<file path="config.mk">
export PLATFORM = sky130hd
export DESIGN_NAME = ultrasonic_range_to_seven_segment
export DESIGN_NICKNAME = d
export VERILOG_FILES = /design/src/rtl/core/urss_pkg.sv /design/src/rtl/core/ultrasonic_range_to_seven_segment.sv
export SDC_FILE = /design/constraint.sdc
export NUM_CORES = 1
export LEC_CHECK = 0
export BUFFER_PORTS_ARGS = -buffer_cell sky130_fd_sc_hd__buf_2
export CORE_MARGIN = 3
export CORE_UTILIZATION = 52
export DETAILED_ROUTE_END_ITERATION = 12
export PLACE_DENSITY = 0.69
export RECOVER_POWER = 50
export SYNTH_ARGS = -nofsm -noshare
export SYNTH_HDL_FRONTEND = slang
export SYNTH_SLANG_ARGS = --single-unit
</file>
<file path="constraint.sdc">
create_clock -name clk_i -period 6.85 [get_ports clk_i]
set_input_delay 1.0275 -clock clk_i [delete_from_list [all_inputs] [get_ports clk_i]]
set_output_delay 1.0275 -clock clk_i [all_outputs]
set_load 0.01 [all_outputs]
</file>
<file path="src/rtl/core/urss_pkg.sv">
package urss_pkg;

  // Field widths.
  localparam int unsigned EchoW   = 16;
  localparam int unsigned DistW   = 14;
  localparam int unsigned SegW    = 7;
  localparam int unsigned InDataW = 16;
  // Distance, four segment fields, alarm and no-echo, padded to whole bytes.
  localparam int unsigned OutUsedW = DistW + 4 * SegW + 2;
  localparam int unsigned OutDataW = ((OutUsedW + 7) / 8) * 8;

  // Register indexes of the configuration port.
  localparam int unsigned CfgIdxW = 1;
  localparam logic [CfgIdxW-1:0] RegAlarmThreshold = 1'd0;
  localparam logic [CfgIdxW-1:0] RegEchoTimeout    = 1'd1;
  localparam int unsigned CfgDataW = 16;

  // Reset values of the registers.
  localparam logic [DistW-1:0] ThreshReset  = 14'd200;
  localparam logic [EchoW-1:0] TimeoutReset = 16'd30000;

  // Speed of sound scaling: mm = us * 343 / 2000.
  localparam int unsigned SoundNum = 343;
  localparam int unsigned ProdW    = 25;  // 65535 * 343 fits in 25 bits
  // 2000 = 16 * 125; the divide by 125 is a multiply by ceil(2^28 / 125).
  localparam int unsigned Div16Sh  = 4;
  localparam int unsigned QW       = ProdW - Div16Sh;  // 21 bits
  localparam int unsigned RecipSh  = 28;
  localparam int unsigned RecipW   = 22;
  localparam logic [RecipW-1:0] Recip125 = 22'd2147484;
  localparam int unsigned RecProdW = QW + RecipW;      // 43 bits
  localparam int unsigned QuoW     = RecProdW - RecipSh; // 15 bits

  localparam logic [DistW-1:0] DistMax = 14'd9999;

  // Decimal digit weights.
  localparam logic [DistW-1:0] Step1000 = 14'd1000;
  localparam logic [DistW-1:0] Step100  = 14'd100;
  localparam logic [DistW-1:0] Step10   = 14'd10;

  // Segment pattern of a nine, bit 0 = a.
  localparam logic [SegW-1:0] SegNine = 7'h6F;

  // Largest digit d in 0..9 with d * step <= v; the compares are independent.
  function automatic logic [3:0] dec_digit(logic [DistW-1:0] v, logic [DistW-1:0] step);
    logic [3:0] d;
    d = 4'd0;
    for (int i = 1; i < 10; i++) begin
      if (v >= DistW'(i) * step) begin
        d = 4'(i);
      end
    end
    return d;
  endfunction

  // Active-high seven-segment pattern of a decimal digit.
  function automatic logic [SegW-1:0] seg_of(logic [3:0] d);
    logic [SegW-1:0] s;
    case (d)
      4'd0: s = 7'h3F;
      4'd1: s = 7'h06;
      4'd2: s = 7'h5B;
      4'd3: s = 7'h4F;
      4'd4: s = 7'h66;
      4'd5: s = 7'h6D;
      4'd6: s = 7'h7D;
      4'd7: s = 7'h07;
      4'd8: s = 7'h7F;
      4'd9: s = 7'h6F;
      default: s = '0;
    endcase
    return s;
  endfunction

endpackage

</file>
<file path="src/rtl/core/ultrasonic_range_to_seven_segment.sv">
// Echo-width to distance and seven-segment converter. Each transaction on the
// slave stream carries one echo width in microseconds; each transaction on the
// master stream carries the distance in mm (width*343/2000, clamped to 9999,
// 9999 when the width is zero or above the timeout), the four digit patterns
// (active high, bit 0 = segment a), the alarm flag (distance at or below the
// threshold) and the no-echo flag. The block is a six-stage pipeline: it takes
// one item per clock while the master side does not stall, and each result
// moves through stages one to five and the output register onto the master stream.
// The whole pipeline advances together, so a stall on the master side holds every
// stage and deasserts s_axis_tready. The user writes registers through cfg_we_i /
// cfg_idx_i / cfg_wdata_i only while no transaction is in flight; no check enforces it.
module ultrasonic_range_to_seven_segment (
  input  logic                               clk_i,
  input  logic                               rst_ni,
  // Configuration write port.
  input  logic                               cfg_we_i,
  input  logic [urss_pkg::CfgIdxW-1:0]       cfg_idx_i,
  input  logic [urss_pkg::CfgDataW-1:0]      cfg_wdata_i,
  // Slave stream.
  input  logic                               s_axis_tvalid,
  output logic                               s_axis_tready,
  input  logic [urss_pkg::InDataW-1:0]       s_axis_tdata,  // [15:0] echo_us
  // Master stream.
  output logic                               m_axis_tvalid,
  input  logic                               m_axis_tready,
  // [13:0] distance_mm, [20:14] seg_thousands, [27:21] seg_hundreds,
  // [34:28] seg_tens, [41:35] seg_ones, [42] alarm, [43] no_echo, [47:44] zero
  output logic [urss_pkg::OutDataW-1:0]      m_axis_tdata
);

  localparam int unsigned DistW = urss_pkg::DistW;
  localparam int unsigned SegW  = urss_pkg::SegW;

  // Configuration registers.
  logic [DistW-1:0]          thresh_q;
  logic [urss_pkg::EchoW-1:0] timeout_q;

  always_ff @(posedge clk_i or negedge rst_ni) begin
    if (!rst_ni) begin
      thresh_q  <= urss_pkg::ThreshReset;
      timeout_q <= urss_pkg::TimeoutReset;
    end else if (cfg_we_i) begin
      case (cfg_idx_i)
        urss_pkg::RegAlarmThreshold: thresh_q  <= cfg_wdata_i[DistW-1:0];
        urss_pkg::RegEchoTimeout:    timeout_q <= cfg_wdata_i[urss_pkg::EchoW-1:0];
        default: ;
      endcase
    end
  end

  // Global advance: every stage moves when the output register is free.
  logic adv;
  assign adv           = !m_axis_tvalid || m_axis_tready;
  assign s_axis_tready = adv;

  // Valid bits of stages one to five and of the output register.
  logic [4:0] vld_q;
  logic       out_vld_q;

  always_ff @(posedge clk_i or negedge rst_ni) begin
    if (!rst_ni) begin
      vld_q     <= '0;
      out_vld_q <= 1'b0;
    end else if (adv) begin
      vld_q     <= {vld_q[3:0], s_axis_tvalid};
      out_vld_q <= vld_q[4];
    end
  end

  // Stage 1: scale by 343 and flag a missing echo.
  logic [urss_pkg::EchoW-1:0] echo;
  logic [urss_pkg::ProdW-1:0] prod1_d, prod1_q;
  logic                       none1_d, none1_q;

  assign echo    = s_axis_tdata[urss_pkg::EchoW-1:0];
  assign prod1_d = urss_pkg::ProdW'(echo) * urss_pkg::ProdW'(urss_pkg::SoundNum);
  assign none1_d = (echo == '0) || (echo > timeout_q);

  // Stage 2: divide by 16 as a shift, then multiply by the reciprocal of 125.
  logic [urss_pkg::RecProdW-1:0] rec2_d, rec2_q;
  logic                          none2_q;

  assign rec2_d = urss_pkg::RecProdW'(prod1_q[urss_pkg::ProdW-1:urss_pkg::Div16Sh]) *
                  urss_pkg::RecProdW'(urss_pkg::Recip125);

  // Stage 3: take the quotient, clamp it and substitute the no-echo value.
  logic [urss_pkg::QuoW-1:0] quo;
  logic [DistW-1:0]          dist3_d, dist3_q;
  logic                      none3_q;

  assign quo = rec2_q[urss_pkg::RecProdW-1:urss_pkg::RecipSh];

  always_comb begin
    if (none2_q || (quo > urss_pkg::QuoW'(urss_pkg::DistMax))) begin
      dist3_d = urss_pkg::DistMax;
    end else begin
      dist3_d = quo[DistW-1:0];
    end
  end

  // Stage 4: thousands digit and alarm compare.
  logic [3:0]       th4_d, th4_q;
  logic [9:0]       rem4_d, rem4_q;
  logic [DistW-1:0] dist4_q;
  logic             alarm4_q, none4_q;
  logic [DistW-1:0] sub4;

  assign th4_d  = urss_pkg::dec_digit(dist3_q, urss_pkg::Step1000);
  assign sub4   = dist3_q - DistW'(th4_d) * urss_pkg::Step1000;
  assign rem4_d = sub4[9:0];

  // Stage 5: hundreds digit.
  logic [3:0]       h5_d, h5_q, th5_q;
  logic [6:0]       rem5_d, rem5_q;
  logic [DistW-1:0] dist5_q;
  logic             alarm5_q, none5_q;
  logic [DistW-1:0] sub5;

  assign h5_d   = urss_pkg::dec_digit(DistW'(rem4_q), urss_pkg::Step100);
  assign sub5   = DistW'(rem4_q) - DistW'(h5_d) * urss_pkg::Step100;
  assign rem5_d = sub5[6:0];

  // Stage 6 input: tens and ones digits.
  logic [3:0]       t6, o6;
  logic [DistW-1:0] sub6;

  assign t6   = urss_pkg::dec_digit(DistW'(rem5_q), urss_pkg::Step10);
  assign sub6 = DistW'(rem5_q) - DistW'(t6) * urss_pkg::Step10;
  assign o6   = sub6[3:0];

  // Output register fields.
  logic [DistW-1:0] out_dist_q;
  logic [SegW-1:0]  out_th_q, out_h_q, out_t_q, out_o_q;
  logic             out_alarm_q, out_none_q;

  // Payload registers of all stages; they move with the valid bits.
  always_ff @(posedge clk_i) begin
    if (adv) begin
      prod1_q     <= prod1_d;
      none1_q     <= none1_d;
      rec2_q      <= rec2_d;
      none2_q     <= none1_q;
      dist3_q     <= dist3_d;
      none3_q     <= none2_q;
      th4_q       <= th4_d;
      rem4_q      <= rem4_d;
      dist4_q     <= dist3_q;
      alarm4_q    <= (dist3_q <= thresh_q);
      none4_q     <= none3_q;
      h5_q        <= h5_d;
      th5_q       <= th4_q;
      rem5_q      <= rem5_d;
      dist5_q     <= dist4_q;
      alarm5_q    <= alarm4_q;
      none5_q     <= none4_q;
      out_dist_q  <= dist5_q;
      out_th_q    <= urss_pkg::seg_of(th5_q);
      out_h_q     <= urss_pkg::seg_of(h5_q);
      out_t_q     <= urss_pkg::seg_of(t6);
      out_o_q     <= urss_pkg::seg_of(o6);
      out_alarm_q <= alarm5_q;
      out_none_q  <= none5_q;
    end
  end

  assign m_axis_tvalid = out_vld_q;
  assign m_axis_tdata  = urss_pkg::OutDataW'({out_none_q, out_alarm_q, out_o_q, out_t_q,
                                              out_h_q, out_th_q, out_dist_q});

endmodule

</file>
==> results.toml <==
[final_layout]
final_nets = 2138
multi_input_area_um2 = 10470
antenna-diode-count = 0
drive_gt1_share_pct = 7.932
area_delta_synth_final_pct = 8.455
fin_util_pct = 57.37
regArea_um2 = 5508
finalNonFillerCells = 2081
nFillCells = 2775

[cts]
cts_hold_buf = 0
cts_tree = "done"
clk_latency_ps = 430
ctsResizeCount = 0
cts_buffer_depth = 2
cts-root-buf = "clkbuf_16"
htree_levels = 4
cts_setup_buffers = 0
path_clk_slew_ps = 80
clock-sinks = 189
cts_buffers = 17

[place]
gp_congestion = 0.9507
dp_hpwl_um = 27690
io_buffers = 83
dp_cells = 2049
place_ws_ps = 856.5

[drt]
drc = 0
wl_per_cell_um = 16.34
viasPerCell = 5.315
drtIter0Drc = 536
wirelength_um = 34000
vias = 11061
postRouteAntennaNets = 0
drtPass1Iterations = 4

[critical_path]
crit_fanout = 6
cp.required_ps = 7020
crit_top_cell = "fa_1"
max_stage_delay_ps = 630
crit_chain = "ha_1 -> ha_1 -> inv_1 -> fa_1 -> fa_1 -> inv_1 -> fa_1 -> fa_1 -> inv_1 -> fa_1 -> inv_1 -> ha_1 -> and3_1 -> nand2_1 -> nor3_1 -> o221ai_1 -> a311oi_1 -> a21oi_1 -> xnor2_1"
end_kind = "register"
cp.arrival_ps = 6230
worstSetupPathType = "reg2reg"
crit_slowest_cell = "a311oi_1"
start_kind = "register"

[sta]
clock.fmax_mhz = 165.2
rsz0062_at_grt = "no"
slew-limit-headroom_pct = -32.45
fin_setup_tns_ps = 0
final_hold_viol_count = 0
period_minus_slack_ps = 6054
setup_viol = 0
finalCritPeriodShare_pct = 88.38
fin_skew_ps = 14.17
timing.final.ws_setup_ps = 795.8
tightestPinTransition_ps = 1987
drv_slew = 77

[floorplanning]
core_um2 = 32700
initial_core_util_pct = 52.90
die_w_um = 188.4
die_area_um2 = 35490
rows = 66
num_io_pins = 88
die_h_um = 188.4

[synth]
async_flop_share_pct = 19.05
synth_cell_types = 67
ys_warn_count = 0
syn-instance-count = 1541
yosys_register_bits = 189
yosys_most_used_dff = "edfxtp_1"
syn_area_per_cell_um2 = 11.23
synth_area_um2 = 17300
yosysSeqAreaShare_pct = 31.84
synth_enable_flop_cells = 153

[run_status]
status = "complete, but fails checks"
violations = "max-capacitance violations, max-slew violations"

[grt]
use_met1_pct = 26.53
grt.total_usage_pct = 19.75
grt-busiest-layer = "met2"
met3_usage_pct = 2.456
gr-total-overflow = 0
grt_pass1_vias = 11154
grt_max_degree = 74
grt_pass1_wl_um = 56440
antenna_found_initial = 0
met2_usage_pct = 34.33

[flow_run]
maxCapViolCount = 2

[min_path]
hp-class = "reg2reg"
==> placed cells by master (no fill, tap or decap), types with 10 or more instances in the layout <==
cell type  count
clkbuf_16     17
nand3_1       10
a21oi_1       53
o21a_1        12
o22ai_1       12
nand4_1       13
nor2b_1       18
nand2b_1      18
nor3_1        14
edfxtp_1     153
nand2_1       50
inv_1        323
o21ai_0       61
ha_1         323
buf_2         48
fa_1         151
mux2_2        23
xnor2_1       40
dfrtp_1       26
xor2_1        14
a21o_1        31
nor2_1        51
dfstp_2       10
clkbuf_1      36
==> stage by stage <==
stage                     hold slack (ps)  cell area [µm²]
after floorplan                     400.3            17310
final                               416.0            18760
after global placement              400.1            18200
after CTS                           419.0            18820
after global routing                418.7            18760
after detailed placement            404.5            18200
==> path summary, 6_finish.rpt <==
kind	to	startpoint	cells past startpoint	slack (ps)
setup / recovery	rec2_q[34]	prod1_q[11]	19	800
hold / removal	dist5_q[4]	dist4_q[4]	0	420
setup reg to reg	rec2_q[34]	prod1_q[11]	19	800
hold reg to reg	dist5_q[4]	dist4_q[4]	0	420
max in group asynchronous	thresh_q[5]	rst_ni	1	4650
min in group asynchronous	vld_q[3]	rst_ni	1	1110
==> cell families (layout without fill, tap and decap cells) <==
family | after synthesis | count (layout) | share of synthesized area [%]
multiplexers | 26 | 26 | 1.700
AO/OA/AOI/OAI | 241 | 241 | 9.157
XOR/XNOR | 54 | 54 | 2.734
adder cells (fa/ha/maj) | 475 | 475 | 40.89
flip-flops | 189 | 189 | 31.84
other | 1 | 4 | 0.02168
AND/OR/NAND/NOR | 208 | 208 | 5.974
buffers and inverters | 347 | 442 | 7.681
==> state kept, by name (all words and copies together) (netlist names), 5 cells and up <==
register,flops
dist3_q,14
dist4_q,11
dist5_q,12
out_dist_q,14
out_h_q,7
out_o_q,7
out_t_q,7
out_th_q,7
prod1_q,21
rec2_q,15
rem4_q,10
rem5_q,7
thresh_q,14
timeout_q,16
vld_q,5
==> synth_stat cells, types with 6 or more instances <==
library cell | n | share of area (%)
ha_1 | 323 | 23
inv_1 | 323 | 7.0
edfxtp_1 | 153 | 27
fa_1 | 151 | 17
o21ai_0 | 61 | 1.8
a21oi_1 | 53 | 1.5
nor2_1 | 51 | 1.1
nand2_1 | 50 | 1.1
xnor2_1 | 40 | 2.0
a21o_1 | 31 | 1.3
dfrtp_1 | 26 | 3.8
mux2_2 | 23 | 1.5
nand2b_1 | 18 | 0.65
nor2b_1 | 18 | 0.65
clkbuf_1 | 15 | 0.33
nor3_1 | 14 | 0.41
xor2_1 | 14 | 0.71
nand4_1 | 13 | 0.47
o21a_1 | 12 | 0.52
o22ai_1 | 12 | 0.43
dfstp_2 | 10 | 1.5
nand3_1 | 10 | 0.29
a211oi_1 | 9 | 0.39
and2_1 | 8 | 0.29
and3_1 | 7 | 0.25
o211ai_1 | 7 | 0.30
a31oi_1 | 6 | 0.22
buf_4 | 6 | 0.26
==> area by class of cell <==
type / instances / share of cell area (%)
clock inverter: 15 / 1.020
sequential: 189 / 29.36
timing repair buffer: 87 / 2.121
tap: 442 / 2.948
clock buffer: 17 / 2.267
inverter: 323 / 6.462
multi-input combinational: 1008 / 55.83
==> critical path: cells and delay by family, from the launching register on <==
family | cells | cell delay [ps]
AO/OA/AOI/OAI | 3 | 1010
flip-flops | 1 | 550
AND/OR/NAND/NOR | 3 | 450
XOR/XNOR | 1 | 150
buffers and inverters | 4 | 270
adder cells (fa/ha/maj) | 8 | 3350
==> routing by layer <==
| metal | routed length (µm) | part of all wire [%] |
|---|---|---|
| met1 | 15200 | 45 |
| met4 | 598 | 1.8 |
| met2 | 17030 | 50 |
| met3 | 1172 | 3.4 |
| met5 | 0 | 0 |
Power is left out: the tool's default activity adds up to more than one toggle a clock period on the data nets, which glitch-free logic cannot reach.
